[src/rtl/bfm_pkg.sv]
// shared types, constants and the crc-8 step for the bpsk frame modulator
// no dependencies; compiled first
package bfm_pkg;

    localparam int unsigned PAYLOAD_BYTES = 64;
    localparam int unsigned SYNC_BITS     = 32;
    localparam int unsigned SYNC_BYTES    = SYNC_BITS / 8;
    localparam int unsigned FRAME_BITS    = SYNC_BITS + 8 * PAYLOAD_BYTES;

    localparam int unsigned IDX_W  = (PAYLOAD_BYTES > 2) ? $clog2(PAYLOAD_BYTES) : 1;
    localparam int unsigned BIT_W  = $clog2(FRAME_BITS);
    localparam int unsigned ADDR_W = IDX_W + 1;
    localparam int unsigned RAM_DEPTH = 2 ** ADDR_W;

    localparam int unsigned SYNC_W     = 32;
    localparam int unsigned AMP_W      = 15;
    localparam int unsigned SPS_W      = 4;
    localparam int unsigned SMP_W      = 16;
    localparam int unsigned BYTE_W     = 8;
    localparam int unsigned CFG_IDX_W  = 2;
    localparam int unsigned CFG_DATA_W = 32;

    localparam logic [BYTE_W-1:0] CRC_POLY = 8'h07;
    localparam logic [BYTE_W-1:0] CRC_INIT = 8'h00;

    localparam logic [SYNC_W-1:0] SYNC_RST = 32'h1ACF_FC1D;
    localparam logic [AMP_W-1:0]  AMP_RST  = 15'd15000;
    localparam logic [SPS_W-1:0]  SPS_RST  = 4'd5;

    // last payload slot holds the crc
    localparam logic [IDX_W-1:0] CRC_POS  = IDX_W'(PAYLOAD_BYTES - 1);
    localparam logic [BIT_W-1:0] LAST_BIT = BIT_W'(FRAME_BITS - 1);
    localparam logic [BIT_W-1:0] SYNC_END = BIT_W'(SYNC_BITS);

    typedef enum logic {
        REQ_LOAD = 1'b0,
        REQ_TICK = 1'b1
    } t_req_type;

    typedef enum logic [CFG_IDX_W-1:0] {
        REG_SYNC        = 2'd0,
        REG_AMPLITUDE   = 2'd1,
        REG_SAMPLES_SYM = 2'd2
    } t_cfg_reg;

    typedef struct packed {
        logic              en;
        logic [ADDR_W-1:0] addr;
        logic [BYTE_W-1:0] data;
    } t_ram_wr;

    typedef struct packed {
        logic              en;
        logic [ADDR_W-1:0] addr;
    } t_ram_rd;

    // msb-first crc-8, no reflection, no final xor
    function automatic logic [BYTE_W-1:0] crc8_byte(input logic [BYTE_W-1:0] crc,
                                                    input logic [BYTE_W-1:0] b);
        logic [BYTE_W-1:0] c;
        c = crc ^ b;
        for (int k = 0; k < 8; k++) begin
            if (c[BYTE_W-1]) begin
                c = {c[BYTE_W-2:0], 1'b0} ^ CRC_POLY;
            end else begin
                c = {c[BYTE_W-2:0], 1'b0};
            end
        end
        return c;
    endfunction

endpackage

[src/rtl/bfm_ifs.sv]
// valid/ready channel interfaces: input items, output samples, register writes
// depends on bfm_pkg
interface bfm_item_if;
    logic                         valid;
    logic                         ready;
    logic                         req_type;
    logic [bfm_pkg::BYTE_W-1:0]   payload_byte;

    modport source (output valid, output req_type, output payload_byte, input ready);
    modport sink   (input valid, input req_type, input payload_byte, output ready);
endinterface

interface bfm_sample_if;
    logic                               valid;
    logic                               ready;
    logic signed [bfm_pkg::SMP_W-1:0]   i_sample;
    logic signed [bfm_pkg::SMP_W-1:0]   q_sample;
    logic                               frame_start;
    logic                               frame_valid;

    modport source (output valid, output i_sample, output q_sample, output frame_start,
                    output frame_valid, input ready);
    modport sink   (input valid, input i_sample, input q_sample, input frame_start,
                    input frame_valid, output ready);
endinterface

interface bfm_cfg_if;
    logic                             valid;
    logic                             ready;
    logic [bfm_pkg::CFG_IDX_W-1:0]    index;
    logic [bfm_pkg::CFG_DATA_W-1:0]   data;

    modport source (output valid, output index, output data, input ready);
    modport sink   (input valid, input index, input data, output ready);
endinterface

[src/rtl/bfm_frame_ram.sv]
// two-bank payload byte store, one write and one registered read per cycle
// depends on bfm_pkg
module bfm_frame_ram (
    input  logic                       i_clk,
    input  bfm_pkg::t_ram_wr           i_wr,
    input  bfm_pkg::t_ram_rd           i_rd,
    output logic [bfm_pkg::BYTE_W-1:0] o_rd_data
);

    logic [bfm_pkg::BYTE_W-1:0] mem [bfm_pkg::RAM_DEPTH];
    logic [bfm_pkg::BYTE_W-1:0] r_rd_data;

    always_ff @(posedge i_clk) begin
        if (i_wr.en) begin
            mem[i_wr.addr] <= i_wr.data;
        end
    end

    // read data holds until the next read
    always_ff @(posedge i_clk) begin
        if (i_rd.en) begin
            r_rd_data <= mem[i_rd.addr];
        end
    end

    assign o_rd_data = r_rd_data;

endmodule

[src/rtl/bpsk_frame_modulator.sv]
// bpsk frame modulator: sync word + payload + crc-8, double-buffered frame swap
// a tick transfer reaches the output through the read stage and output registers
// throughput: one item per cycle while the sample output is not stalled
// synchronous active-low reset clears counters, flags and configuration to defaults;
// frame ram contents are undefined after reset and never read before a full frame
module bpsk_frame_modulator (
    input  logic                i_clk,
    input  logic                i_rst_n,
    bfm_item_if.sink            i_item,
    bfm_cfg_if.sink             i_cfg,
    bfm_sample_if.source        o_sample
);

    // configuration
    logic [bfm_pkg::SYNC_W-1:0] r_sync;
    logic [bfm_pkg::AMP_W-1:0]  r_amp;
    logic [bfm_pkg::SPS_W-1:0]  r_sps;

    // frame state; bank bits say which ram bank holds each active/shadow entry
    logic [bfm_pkg::PAYLOAD_BYTES-1:0] r_act_bank, r_sh_bank;
    logic [bfm_pkg::BYTE_W-1:0]  r_act_crc, r_sh_crc;
    logic [bfm_pkg::IDX_W-1:0]   r_wp;
    logic [bfm_pkg::BYTE_W-1:0]  r_crc;
    logic                        r_swap_pend;
    logic                        r_act_valid;
    logic [bfm_pkg::BIT_W-1:0]   r_bit_pos;
    logic [bfm_pkg::SPS_W-1:0]   r_smp_cnt;

    // read stage
    logic                        r_s1_v;
    logic                        r_s1_av, r_s1_start, r_s1_sync, r_s1_sync_bit, r_s1_crc;
    logic [bfm_pkg::BYTE_W-1:0]  r_s1_crc_byte;
    logic [2:0]                  r_s1_bsel;
    logic [bfm_pkg::AMP_W-1:0]   r_s1_amp;

    // output register
    logic                             r_out_v;
    logic signed [bfm_pkg::SMP_W-1:0] r_out_i;
    logic                             r_out_fs, r_out_fv;

    logic                        s1_adv, in_acc, load_acc, tick_acc;
    logic                        start, swap, av_now;
    logic [bfm_pkg::PAYLOAD_BYTES-1:0] act_bank_now;
    logic [bfm_pkg::BYTE_W-1:0]  act_crc_now;
    logic [bfm_pkg::BIT_W-4:0]   byte_sel;
    logic [bfm_pkg::IDX_W-1:0]   byte_idx;
    logic                        is_sync, is_crc;
    logic [bfm_pkg::SPS_W-1:0]   sps_eff;
    logic [bfm_pkg::SPS_W:0]     n_smp_cnt;
    logic                        bit_done;
    logic [bfm_pkg::BYTE_W-1:0]  n_crc;
    logic [bfm_pkg::IDX_W:0]     n_wp;
    logic                        frame_done;
    logic [bfm_pkg::BYTE_W-1:0]  rd_data;
    logic                        s1_bit;
    logic signed [bfm_pkg::SMP_W-1:0] s1_pos, s1_smp;
    bfm_pkg::t_ram_wr            ram_wr;
    bfm_pkg::t_ram_rd            ram_rd;

    // handshakes
    assign s1_adv   = !r_out_v || o_sample.ready;
    assign i_item.ready = !r_s1_v || s1_adv;
    assign in_acc   = i_item.valid && i_item.ready;
    assign load_acc = in_acc && (i_item.req_type == bfm_pkg::REQ_LOAD);
    assign tick_acc = in_acc && (i_item.req_type == bfm_pkg::REQ_TICK);
    assign i_cfg.ready = 1'b1;

    // configuration writes
    always_ff @(posedge i_clk) begin
        if (!i_rst_n) begin
            r_sync <= bfm_pkg::SYNC_RST;
            r_amp  <= bfm_pkg::AMP_RST;
            r_sps  <= bfm_pkg::SPS_RST;
        end else if (i_cfg.valid && i_cfg.ready) begin
            unique case (bfm_pkg::t_cfg_reg'(i_cfg.index))
                bfm_pkg::REG_SYNC:        r_sync <= i_cfg.data[bfm_pkg::SYNC_W-1:0];
                bfm_pkg::REG_AMPLITUDE:   r_amp  <= i_cfg.data[bfm_pkg::AMP_W-1:0];
                bfm_pkg::REG_SAMPLES_SYM: r_sps  <= i_cfg.data[bfm_pkg::SPS_W-1:0];
                default: ;
            endcase
        end
    end

    // tick side: frame boundary, swap and position decode
    always_comb begin
        start        = (r_bit_pos == '0) && (r_smp_cnt == '0);
        swap         = start && r_swap_pend;
        av_now       = r_act_valid || swap;
        act_bank_now = swap ? r_sh_bank : r_act_bank;
        act_crc_now  = swap ? r_sh_crc : r_act_crc;
        is_sync      = r_bit_pos < bfm_pkg::SYNC_END;
        byte_sel     = r_bit_pos[bfm_pkg::BIT_W-1:3] - (bfm_pkg::BIT_W-3)'(bfm_pkg::SYNC_BYTES);
        byte_idx     = byte_sel[bfm_pkg::IDX_W-1:0];
        is_crc       = !is_sync && (byte_idx == bfm_pkg::CRC_POS);
        sps_eff      = (r_sps == '0) ? bfm_pkg::SPS_W'(1) : r_sps;
        n_smp_cnt    = {1'b0, r_smp_cnt} + (bfm_pkg::SPS_W+1)'(1);
        bit_done     = n_smp_cnt >= {1'b0, sps_eff};
    end

    // load side: crc step and write position
    always_comb begin
        n_crc      = bfm_pkg::crc8_byte(r_crc, i_item.payload_byte);
        n_wp       = {1'b0, r_wp} + (bfm_pkg::IDX_W+1)'(1);
        frame_done = n_wp == {1'b0, bfm_pkg::CRC_POS};
    end

    // a load writes the bank the active frame does not use for that entry
    always_comb begin
        ram_wr.en   = load_acc;
        ram_wr.addr = {~r_act_bank[r_wp], r_wp};
        ram_wr.data = i_item.payload_byte;
        ram_rd.en   = tick_acc && av_now && !is_sync && !is_crc;
        ram_rd.addr = {act_bank_now[byte_idx], byte_idx};
    end

    bfm_frame_ram u_ram (
        .i_clk     (i_clk),
        .i_wr      (ram_wr),
        .i_rd      (ram_rd),
        .o_rd_data (rd_data)
    );

    always_ff @(posedge i_clk) begin
        if (!i_rst_n) begin
            r_act_bank  <= '0;
            r_sh_bank   <= '0;
            r_wp        <= '0;
            r_crc       <= bfm_pkg::CRC_INIT;
            r_swap_pend <= 1'b0;
            r_act_valid <= 1'b0;
            r_bit_pos   <= '0;
            r_smp_cnt   <= '0;
        end else if (load_acc) begin
            r_sh_bank[r_wp] <= ~r_act_bank[r_wp];
            if (frame_done) begin
                r_sh_crc    <= n_crc;
                r_swap_pend <= 1'b1;
                r_wp        <= '0;
                r_crc       <= bfm_pkg::CRC_INIT;
            end else begin
                r_wp  <= n_wp[bfm_pkg::IDX_W-1:0];
                r_crc <= n_crc;
            end
        end else if (tick_acc) begin
            if (swap) begin
                r_act_bank  <= r_sh_bank;
                r_act_crc   <= r_sh_crc;
                r_swap_pend <= 1'b0;
                r_act_valid <= 1'b1;
            end
            if (av_now) begin
                if (bit_done) begin
                    r_smp_cnt <= '0;
                    r_bit_pos <= (r_bit_pos == bfm_pkg::LAST_BIT) ? '0
                                 : r_bit_pos + bfm_pkg::BIT_W'(1);
                end else begin
                    r_smp_cnt <= n_smp_cnt[bfm_pkg::SPS_W-1:0];
                end
            end
        end
    end

    // read stage register
    always_ff @(posedge i_clk) begin
        if (!i_rst_n) begin
            r_s1_v <= 1'b0;
        end else if (tick_acc) begin
            r_s1_v <= 1'b1;
        end else if (s1_adv) begin
            r_s1_v <= 1'b0;
        end
    end

    always_ff @(posedge i_clk) begin
        if (tick_acc) begin
            r_s1_av       <= av_now;
            r_s1_start    <= start;
            r_s1_sync     <= is_sync;
            r_s1_sync_bit <= r_sync[~r_bit_pos[4:0]];
            r_s1_crc      <= is_crc;
            r_s1_crc_byte <= act_crc_now;
            r_s1_bsel     <= r_bit_pos[2:0];
            r_s1_amp      <= r_amp;
        end
    end

    always_comb begin
        if (r_s1_sync) begin
            s1_bit = r_s1_sync_bit;
        end else if (r_s1_crc) begin
            s1_bit = r_s1_crc_byte[~r_s1_bsel];
        end else begin
            s1_bit = rd_data[~r_s1_bsel];
        end
        s1_pos = signed'({1'b0, r_s1_amp});
        if (!r_s1_av) begin
            s1_smp = '0;
        end else if (s1_bit) begin
            s1_smp = s1_pos;
        end else begin
            s1_smp = -s1_pos;
        end
    end

    // output register
    always_ff @(posedge i_clk) begin
        if (!i_rst_n) begin
            r_out_v <= 1'b0;
        end else if (s1_adv) begin
            r_out_v <= r_s1_v;
        end
    end

    always_ff @(posedge i_clk) begin
        if (s1_adv && r_s1_v) begin
            r_out_i  <= s1_smp;
            r_out_fs <= r_s1_av && r_s1_start;
            r_out_fv <= r_s1_av;
        end
    end

    assign o_sample.valid       = r_out_v;
    assign o_sample.i_sample    = r_out_i;
    assign o_sample.q_sample    = '0;
    assign o_sample.frame_start = r_out_fs;
    assign o_sample.frame_valid = r_out_fv;

    // a boundary tick with a pending frame always completes the swap
    a_swap_done: assert property (@(posedge i_clk) disable iff (!i_rst_n)
        tick_acc && start && r_swap_pend |=> !r_swap_pend && r_act_valid)
        else $error("pending frame not swapped at boundary");

    // counters stay parked until a frame is active
    a_idle_cnt: assert property (@(posedge i_clk) disable iff (!i_rst_n)
        !r_act_valid |-> (r_bit_pos == '0) && (r_smp_cnt == '0))
        else $error("bit counters moved without an active frame");

    // the write position never reaches the crc slot
    a_wp_range: assert property (@(posedge i_clk) disable iff (!i_rst_n)
        r_wp != bfm_pkg::CRC_POS)
        else $error("write position reached crc slot");

    // frame start only on a sample of a live frame
    a_fs_valid: assert property (@(posedge i_clk) disable iff (!i_rst_n)
        r_out_v && r_out_fs |-> r_out_fv)
        else $error("frame start without frame valid");

endmodule

[src/flat_wrapper.sv]
// flat-port wrapper written by rule: the top's interface ports become plain ports
module bpsk_frame_modulator_flat 
  (i_clk, i_rst_n, i_item_valid, i_item_req_type, i_item_payload_byte, i_item_ready, i_cfg_valid, i_cfg_index, i_cfg_data, i_cfg_ready, o_sample_valid, o_sample_i_sample, o_sample_q_sample, o_sample_frame_start, o_sample_frame_valid, o_sample_ready);
  bfm_item_if i_item_i ();
  bfm_cfg_if i_cfg_i ();
  bfm_sample_if o_sample_i ();
  input  logic i_clk;
  input  logic i_rst_n;
  input wire logic [$bits(i_item_i.valid)-1:0] i_item_valid;
  input wire logic [$bits(i_item_i.req_type)-1:0] i_item_req_type;
  input wire logic [$bits(i_item_i.payload_byte)-1:0] i_item_payload_byte;
  output wire logic [$bits(i_item_i.ready)-1:0] i_item_ready;
  input wire logic [$bits(i_cfg_i.valid)-1:0] i_cfg_valid;
  input wire logic [$bits(i_cfg_i.index)-1:0] i_cfg_index;
  input wire logic [$bits(i_cfg_i.data)-1:0] i_cfg_data;
  output wire logic [$bits(i_cfg_i.ready)-1:0] i_cfg_ready;
  output wire logic [$bits(o_sample_i.valid)-1:0] o_sample_valid;
  output wire logic [$bits(o_sample_i.i_sample)-1:0] o_sample_i_sample;
  output wire logic [$bits(o_sample_i.q_sample)-1:0] o_sample_q_sample;
  output wire logic [$bits(o_sample_i.frame_start)-1:0] o_sample_frame_start;
  output wire logic [$bits(o_sample_i.frame_valid)-1:0] o_sample_frame_valid;
  input wire logic [$bits(o_sample_i.ready)-1:0] o_sample_ready;
  assign i_item_i.valid = i_item_valid;
  assign i_item_i.req_type = i_item_req_type;
  assign i_item_i.payload_byte = i_item_payload_byte;
  assign i_item_ready = i_item_i.ready;
  assign i_cfg_i.valid = i_cfg_valid;
  assign i_cfg_i.index = i_cfg_index;
  assign i_cfg_i.data = i_cfg_data;
  assign i_cfg_ready = i_cfg_i.ready;
  assign o_sample_valid = o_sample_i.valid;
  assign o_sample_i_sample = o_sample_i.i_sample;
  assign o_sample_q_sample = o_sample_i.q_sample;
  assign o_sample_frame_start = o_sample_i.frame_start;
  assign o_sample_frame_valid = o_sample_i.frame_valid;
  assign o_sample_i.ready = o_sample_ready;
  bpsk_frame_modulator u_core (.i_clk(i_clk), .i_rst_n(i_rst_n), .i_item(i_item_i), .i_cfg(i_cfg_i), .o_sample(o_sample_i));
endmodule
[config.mk]
export PLATFORM = sky130hd
export DESIGN_NAME = bpsk_frame_modulator_flat
export DESIGN_NICKNAME = d
export VERILOG_FILES = /design/src/rtl/bfm_pkg.sv /design/src/rtl/bfm_ifs.sv /design/src/rtl/bfm_frame_ram.sv /design/src/rtl/bpsk_frame_modulator.sv /design/src/flat_wrapper.sv
export SDC_FILE = /design/constraint.sdc
export NUM_CORES = 2
export LEC_CHECK = 0
export ABC_AREA = 0
export BUFFER_PORTS_ARGS = -buffer_cell sky130_fd_sc_hd__buf_4
export CORE_MARGIN = 10
export CORE_UTILIZATION = 45
export CTS_CLUSTER_DIAMETER = 120
export DETAILED_ROUTE_END_ITERATION = 10
export GPL_ROUTABILITY_DRIVEN = 1
export GPL_TIMING_DRIVEN = 0
export PLACE_DENSITY_LB_ADDON = 0.3
export SKIP_CTS_REPAIR_TIMING = 1
export SYNTH_ARGS = -nofsm -noshare
export SYNTH_HDL_FRONTEND = slang
export SYNTH_SLANG_ARGS = --single-unit
[constraint.sdc]
create_clock -name i_clk -period 9.2 [get_ports i_clk]
set_input_delay 0.46 -clock i_clk [delete_from_list [all_inputs] [get_ports i_clk]]
set_output_delay 0.46 -clock i_clk [all_outputs]
set_load 0.1 [all_outputs]
# Word level (Yosys, flattened, before mapping)
# Memories as Yosys holds them, arrays and structs flattened. A register that Yosys moved wholly into a read port is not among the register bits.
# Cells that the tools add are included.
# word_totals
ram_bits,1024
mem_count,1
wordCells,137
ff_bits,276
# op_classes
muxes,39
n_reduce_logical,37
n_lt_le_gt_ge,7
n_bitwise,15
n_eq_ne,6
addsub,5
# memory_table
name,depth,word_bits,rd,rd_clocked_by_memory_dff,write_ports,line,rtl
u_core.u_ram.mem,128,8,1,1,1,bfm_frame_ram.sv:10,logic [bfm_pkg::BYTE_W-1:0] mem [bfm_pkg::RAM_DEPTH];
# op_table
operator,count
64-bit bitwise mux,1
64-bit 2-to-1 mux,1
3-bit inverter,9
3-bit 2-to-1 mux,8
1-bit 2-to-1 mux,16
8-bit 2-to-1 mux,2
15-bit negation with 16-bit output,1
15-bit 2-to-1 mux,1
3-bit AND reduction,5
"6-bit by 7-bit less-than comparator with 1-bit output, second input constant",2
1-bit binary-select mux with 6-bit select,2
1-bit logical AND,12
"10-bit by 1-bit adder with 10-bit output, second input constant",1
"10-bit equality test, second input constant",1
10-bit zero test,1
"10-bit by 6-bit less-than comparator with 1-bit output, second input constant",1
10-bit 2-to-1 mux,1
4-bit zero test,2
4-bit 2-to-1 mux,2
2-bit AND reduction,4
8-bit bitwise XOR,1
"6-bit by 1-bit adder with 7-bit output, second input constant",1
"7-bit by 6-bit equality test with 1-bit output, second input constant",1
1-bit binary-select mux with 3-bit select,2
21 further kinds,31

# Longest topological paths before layout
# logic_depth
word_depth,18
mapped_depth,14
mapped_depth_nobuf,11

# By module
# A second synthesis with hierarchy kept.
# hier_totals
hier_cells,3143
area_unflattened_um2,52957.0
# modules_own_cells
module,instances,seq_area_each_um2,area_each_um2,cells_each
bfm_frame_ram,1,30989.7,39745.6,1635
bpsk_frame_modulator,1,6175.9,13211.4,1508

# Worst setup path after synthesis
# No wires, ideal clock.
# synth_path
path_type,flip-flop to flip-flop
start,"register u_core.r_out_v, in the netlist u_core.o_sample.valid"
end,"register u_core.u_ram.r_rd_data, in the netlist u_core.u_ram.o_rd_data[0], read port of u_core.u_ram.mem (enable)"
slack_ps,5234
arrival_ps,3583
period_less_slack_ps,3966
required_ps,8817
path_stages_with_launch,7
path_buffers,0
setup_time_ps,383
path_cell_list,dfxtp_1 -> nor2b_1 -> nand2_1 -> nand3_1 -> inv_1 -> nand2_1 -> nor3_1
# synth_rtl
item,line,rtl
start: declaration,bpsk_frame_modulator.sv:37,logic r_out_v;
start signal: assignment,bpsk_frame_modulator.sv:210,r_out_v <= r_s1_v;
end: declaration,bfm_frame_ram.sv:11,logic [bfm_pkg::BYTE_W-1:0] r_rd_data;

# Worst setup path in the final report
# layout_path
start,register u_core.r_bit_pos[5] (netlist bit)
end,"register u_core.u_ram.r_rd_data, in the netlist u_core.u_ram.o_rd_data[1], read port of u_core.u_ram.mem (data pin)"
# layout_between
elab_chain_cells,7
elab_cells_between_ends,16
classes_between,1 x add/sub; 1 x order compare; 1 x eq/ne; 3 x mux; 10 x reduce/logical
# layout_rtl
item,line,rtl
start: declaration,bpsk_frame_modulator.sv:26,logic [bfm_pkg::BIT_W-1:0] r_bit_pos;
start signal: assignment,bpsk_frame_modulator.sv:154,r_bit_pos <= (r_bit_pos == bfm_pkg::LAST_BIT) ? '0
branches (longest 7 deep; another with 6-bit by 3-bit subtractor with 6-bit output),-,
# Parallel ways; which one is timed is not known. The select of a mux whose other input is x is not followed.
# A chain may end at the register's enable or synchronous reset.

==> summary.md <==
| Metric | Value |
|---|---|
| Critical path endpoint category | `register` |
| Total GRT Usage | `0.229` |
| CP Launch Type | `register` |
| CP Class | `register to register` |
| Worst min path class | `input pin to register` |
| Ys Warns | `0` |
| H-tree depth | `4` |
| Initial drt markers | `just over 4k` |
| Slew @ Worst Pin | `1620 ps` |
| Max-Cap Viols | `2` |
| Endpoints failing hold | `2` |
| Pwr Density | `approximately 200 mW/mm²` |
| Clk slew on worst S/H paths | `60 ps` |
| Setup violations, final | `0` |
| DRC viols | `0` |
| Part of the Yosys area used for sequential elements | `0.698` |
| DP Wirelength | `104000 µm` |
| Initial Utilization | `0.452` |
| Row cnt | `between 100 and 150` |
| Sw Pwr | `roughly 2.5 mW` |
| Max_slew headroom | `-0.0774` |
| Pre-antenna DRT Iters | `6` |
| Overall Power | `about 12 mW` |
| Total Wirelength | `~160000 µm` |
| Failing checks | `hold timing, capacitance limit, slew limit` |
| Vias in the first global route | `31.1k` |
| TritonCTS Buffers | `between 100 and 150` |
| Post-synthesis compound-gate area fraction | `0.0782` |
| CP required | `between 9000 and 10000 ps` |
| Avg Cell Area, Syn | `~16 µm²` |
| Critical path arrival | `5770 ps` |
| Status | `finished, violations left` |
| Max Transition Viols Final | `22` |
| Final Non-Filler Cells | `about 5.3k` |
| Register share of total power | `0.539` |
| Async SR Flop Fraction | `0` |
| Worst-skew pair later-pin latency | `approximately 760 ps` |
| Ys flop type | `edfxtp_1` |
| Comb pwr share | `0.030` |
| Largest family of logic cells by synthesized area | `multiplexers` |
| Root Buffer | `clkbuf_16` |
| Die width | `roughly 360 µm` |
| IO Pins | `between 80 and 90` |
| Number of synthesized flops with an enable pin | `between 1k and 1.5k` |
| Switching share of total power | `0.211` |
| Synth Area in Adders | `0.00329` |
| Setup Total Neg Slack | `0 ps` |
| Mux share of post-synthesis cell area | `0.124` |
| Min Tclk post-route | `about 5300 ps` |
| Grt ovf | `0` |
| Leak | `about 19 nW` |
| Synth Area in Simple Gates | `0.0654` |
| VDD IR max | `between 0.1 and 0.15 mV` |
| Placed cells | `5072` |
| Via count | `32.6k` |
| Cells after Synth | `between 3k and 4k` |
| Synth-to-layout area growth | `14.3%` |
| First-pass GRT wire length | `about 220000 µm` |
| Critical Path Fanout Max | `11` |
| Netlist cell types | `between 60 and 70` |
| FMAX | `189 MHz` |
| Gp weighted congestion | `between 0.9 and 1` |
| Share of layout cells above drive strength 1 | `0.174` |
| Layout Skew | `between 20 and 30 ps` |
| IO Port Bufs | `67` |
| ANT nets after route | `0` |
| Period utilization | `0.575` |
| Fillers | `9579` |
| Clk pwr share | `0.430` |
| Min Hold Slack | `-30.5 ps` |
| Die area | `approximately 0.13 mm²` |
| Die H | `364 µm` |
| Flops & latches, synth | `roughly 1.3k` |
| Routed vias/inst | `between 6 and 7` |
| Avg WL per Cell | `around 29 µm` |
| XOR/XNOR Fraction of Synth Area | `0.00839` |
| Initial antenna violation count | `2` |
| RSZ-0062 raised after global routing | `no` |
| CTS tree | `done` |
| Pint | `around 9.5 mW` |
| Largest net degree at the start of global routing | `130` |
| Core area | `0.118 mm²` |
| CTS max path bufs | `3` |
| Nets | `roughly 3.8k` |
| CTS sink cnt | `approximately 1.3k` |
| Cell Area, Synth | `~0.053 mm²` |
[synthesized netlist by cell type, drive strengths merged (3+ instances only)]
| library cell | count | area [µm²] |
|---|---|---|
| mux4 | 154 | 3490 |
| o21ai | 80 | 400 |
| a22oi | 27 | 203 |
| and3 | 7 | 43.8 |
| mux2 | 79 | 893 |
| nand3 | 48 | 253 |
| o211ai | 6 | 45.0 |
| and2 | 22 | 138 |
| nand2 | 292 | 1100 |
| a2111oi | 4 | 36.3 |
| dfxtp | 211 | 4220 |
| or3 | 9 | 56.3 |
| a21boi | 87 | 653 |
| inv | 20 | 75.1 |
| mux2i | 221 | 2210 |
| nand2b | 5 | 31.3 |
| o221ai | 64 | 561 |
| nor3 | 198 | 1160 |
| o31ai | 4 | 30.0 |
| nor2b | 32 | 200 |
| a221oi | 4 | 35.0 |
| nor4 | 18 | 119 |
| o22ai | 64 | 400 |
| nand4 | 13 | 81.3 |
| nor2 | 42 | 158 |
| nand3b | 7 | 52.6 |
| a211o | 3 | 26.3 |
| ha | 14 | 175 |
| clkbuf | 151 | 567 |
| buf | 101 | 548 |
| a21oi | 155 | 780 |
| a31oi | 3 | 18.8 |
| xnor2 | 35 | 307 |
| nor3b | 4 | 30.0 |
| edfxtp | 1097 | 32900 |
| xor2 | 16 | 140 |
| o21a | 116 | 871 |
[power groups by stage]
stage / clock network [mW] / registers (mW) / logic, mW
after detailed placement: 0 / 6.59 / 0.336
after global placement: 0 / 6.59 / 0.328
after CTS: 5.19 / 6.47 / 0.338
final: 5.16 / 6.46 / 0.361
after floorplan: 0 / 6.60 / 0.164
after global routing: 5.43 / 6.46 / 0.385
[registers in the layout, indices dropped and copies added, names as in the netlist, 4 cells and up]
name and count:
u_core.o_sample.i_sample 16, u_core.r_act_bank 64, u_core.r_act_crc 8, u_core.r_amp 15, u_core.r_bit_pos 10, u_core.r_crc 8
u_core.r_s1_amp 15, u_core.r_s1_crc_byte 8, u_core.r_sh_bank 64, u_core.r_sh_crc 8, u_core.r_smp_cnt 4, u_core.r_sps 4
u_core.r_sync 32, u_core.r_wp 6, u_core.u_ram.mem 1024, u_core.u_ram.o_rd_data 8
[metrics by stage]
stage | cell area, µm² | utilization | setup slack (ps) | hold slack (ps)
after floorplan | 53300 | - | 5230 | 403
after global placement | 55700 | 0.473 | 4100 | 415
after detailed placement | 56200 | 0.477 | 4090 | 416
after CTS | 60200 | 0.511 | 4080 | -112
after global routing | 60800 | 0.517 | 3930 | 0.611
final | 60800 | 0.517 | 3910 | -30.5
[routing by layer]
metal,GRT usage,wire (µm),up-vias
met3,0.0541,14600,371
met1,0.305,62500,16600
li1,-,-,13900
met5,0,109,-
met2,0.357,71600,1685
met4,0.0996,6690,4
[path summary, 6_finish.rpt]
check	from	to	slack, ps	depth (start not counted)
max	u_core.r_bit_pos[5]$_SDFFE_PN0P_	u_core.u_ram.o_rd_data[1]$_DFFE_PP_	3910	11
min	i_cfg_data[26]	u_core.r_sync[26]$_SDFFE_PN0P_	-30	3
max reg2reg	u_core.r_bit_pos[5]$_SDFFE_PN0P_	u_core.u_ram.o_rd_data[1]$_DFFE_PP_	3910	11
min reg2reg	u_core.r_amp[5]$_SDFFE_PN0P_	u_core.r_s1_amp[5]$_DFFE_PP_	430	0
[critical path, cell delays in order, from the launching register on]
cell      delay (ps)
dfxtp_1          390
inv_1            110
clkbuf_1         720
ha_1             280
clkbuf_1         870
buf_1            690
clkbuf_1         530
o221ai_1         260
o22ai_1          220
nor3_1           160
nor4_1           630
mux2i_1          150
[cells by family after synthesis]
| family | count (synthesis) |
|---|---|
| DFF | 1308 |
| xor gates and xnor gates | 51 |
| muxes | 454 |
| and+or+nand+nor | 704 |
| adders and majority gates | 14 |
| other | 2 |
| buffers and inverters | 272 |
| AOI/OAI and AO/OA | 628 |
[layout make-up]
type	count	area, µm²	share of cell area
buffer	252	1120	0.0183
clock buffer	178	3690	0.0606
tap	1536	1920	0.0316
multi-input combinational	1868	15200	0.250
clock inverter	57	387	0.00636
timing repair buffer	128	1240	0.0204
sequential	1308	37200	0.611
antenna	1	2.50	0.0000411
inverter	20	75.1	0.00123
[cells in the final DEF, fill, tap and decap left out, drive strengths merged, types with 5 or more instances in the layout]
master	n
nor2	42
o22ai	64
a22oi	27
conb	17
nand2b	5
nand4	13
nor3	198
o21a	116
o21ai	80
xor2	16
or3	9
mux4	154
and2	22
ha	14
a21boi	87
nor4	18
mux2	79
and3	7
nor2b	32
clkinv	44
edfxtp	1097
xnor2	35
inv	28
nand3b	7
o211ai	6
dlygate4sd3	30
clkbuf	330
mux2i	221
nand3	48
dfxtp	211
nand2	292
buf	198
o221ai	64
a21oi	155
Note: power is estimated with default switching activity, not from simulation.
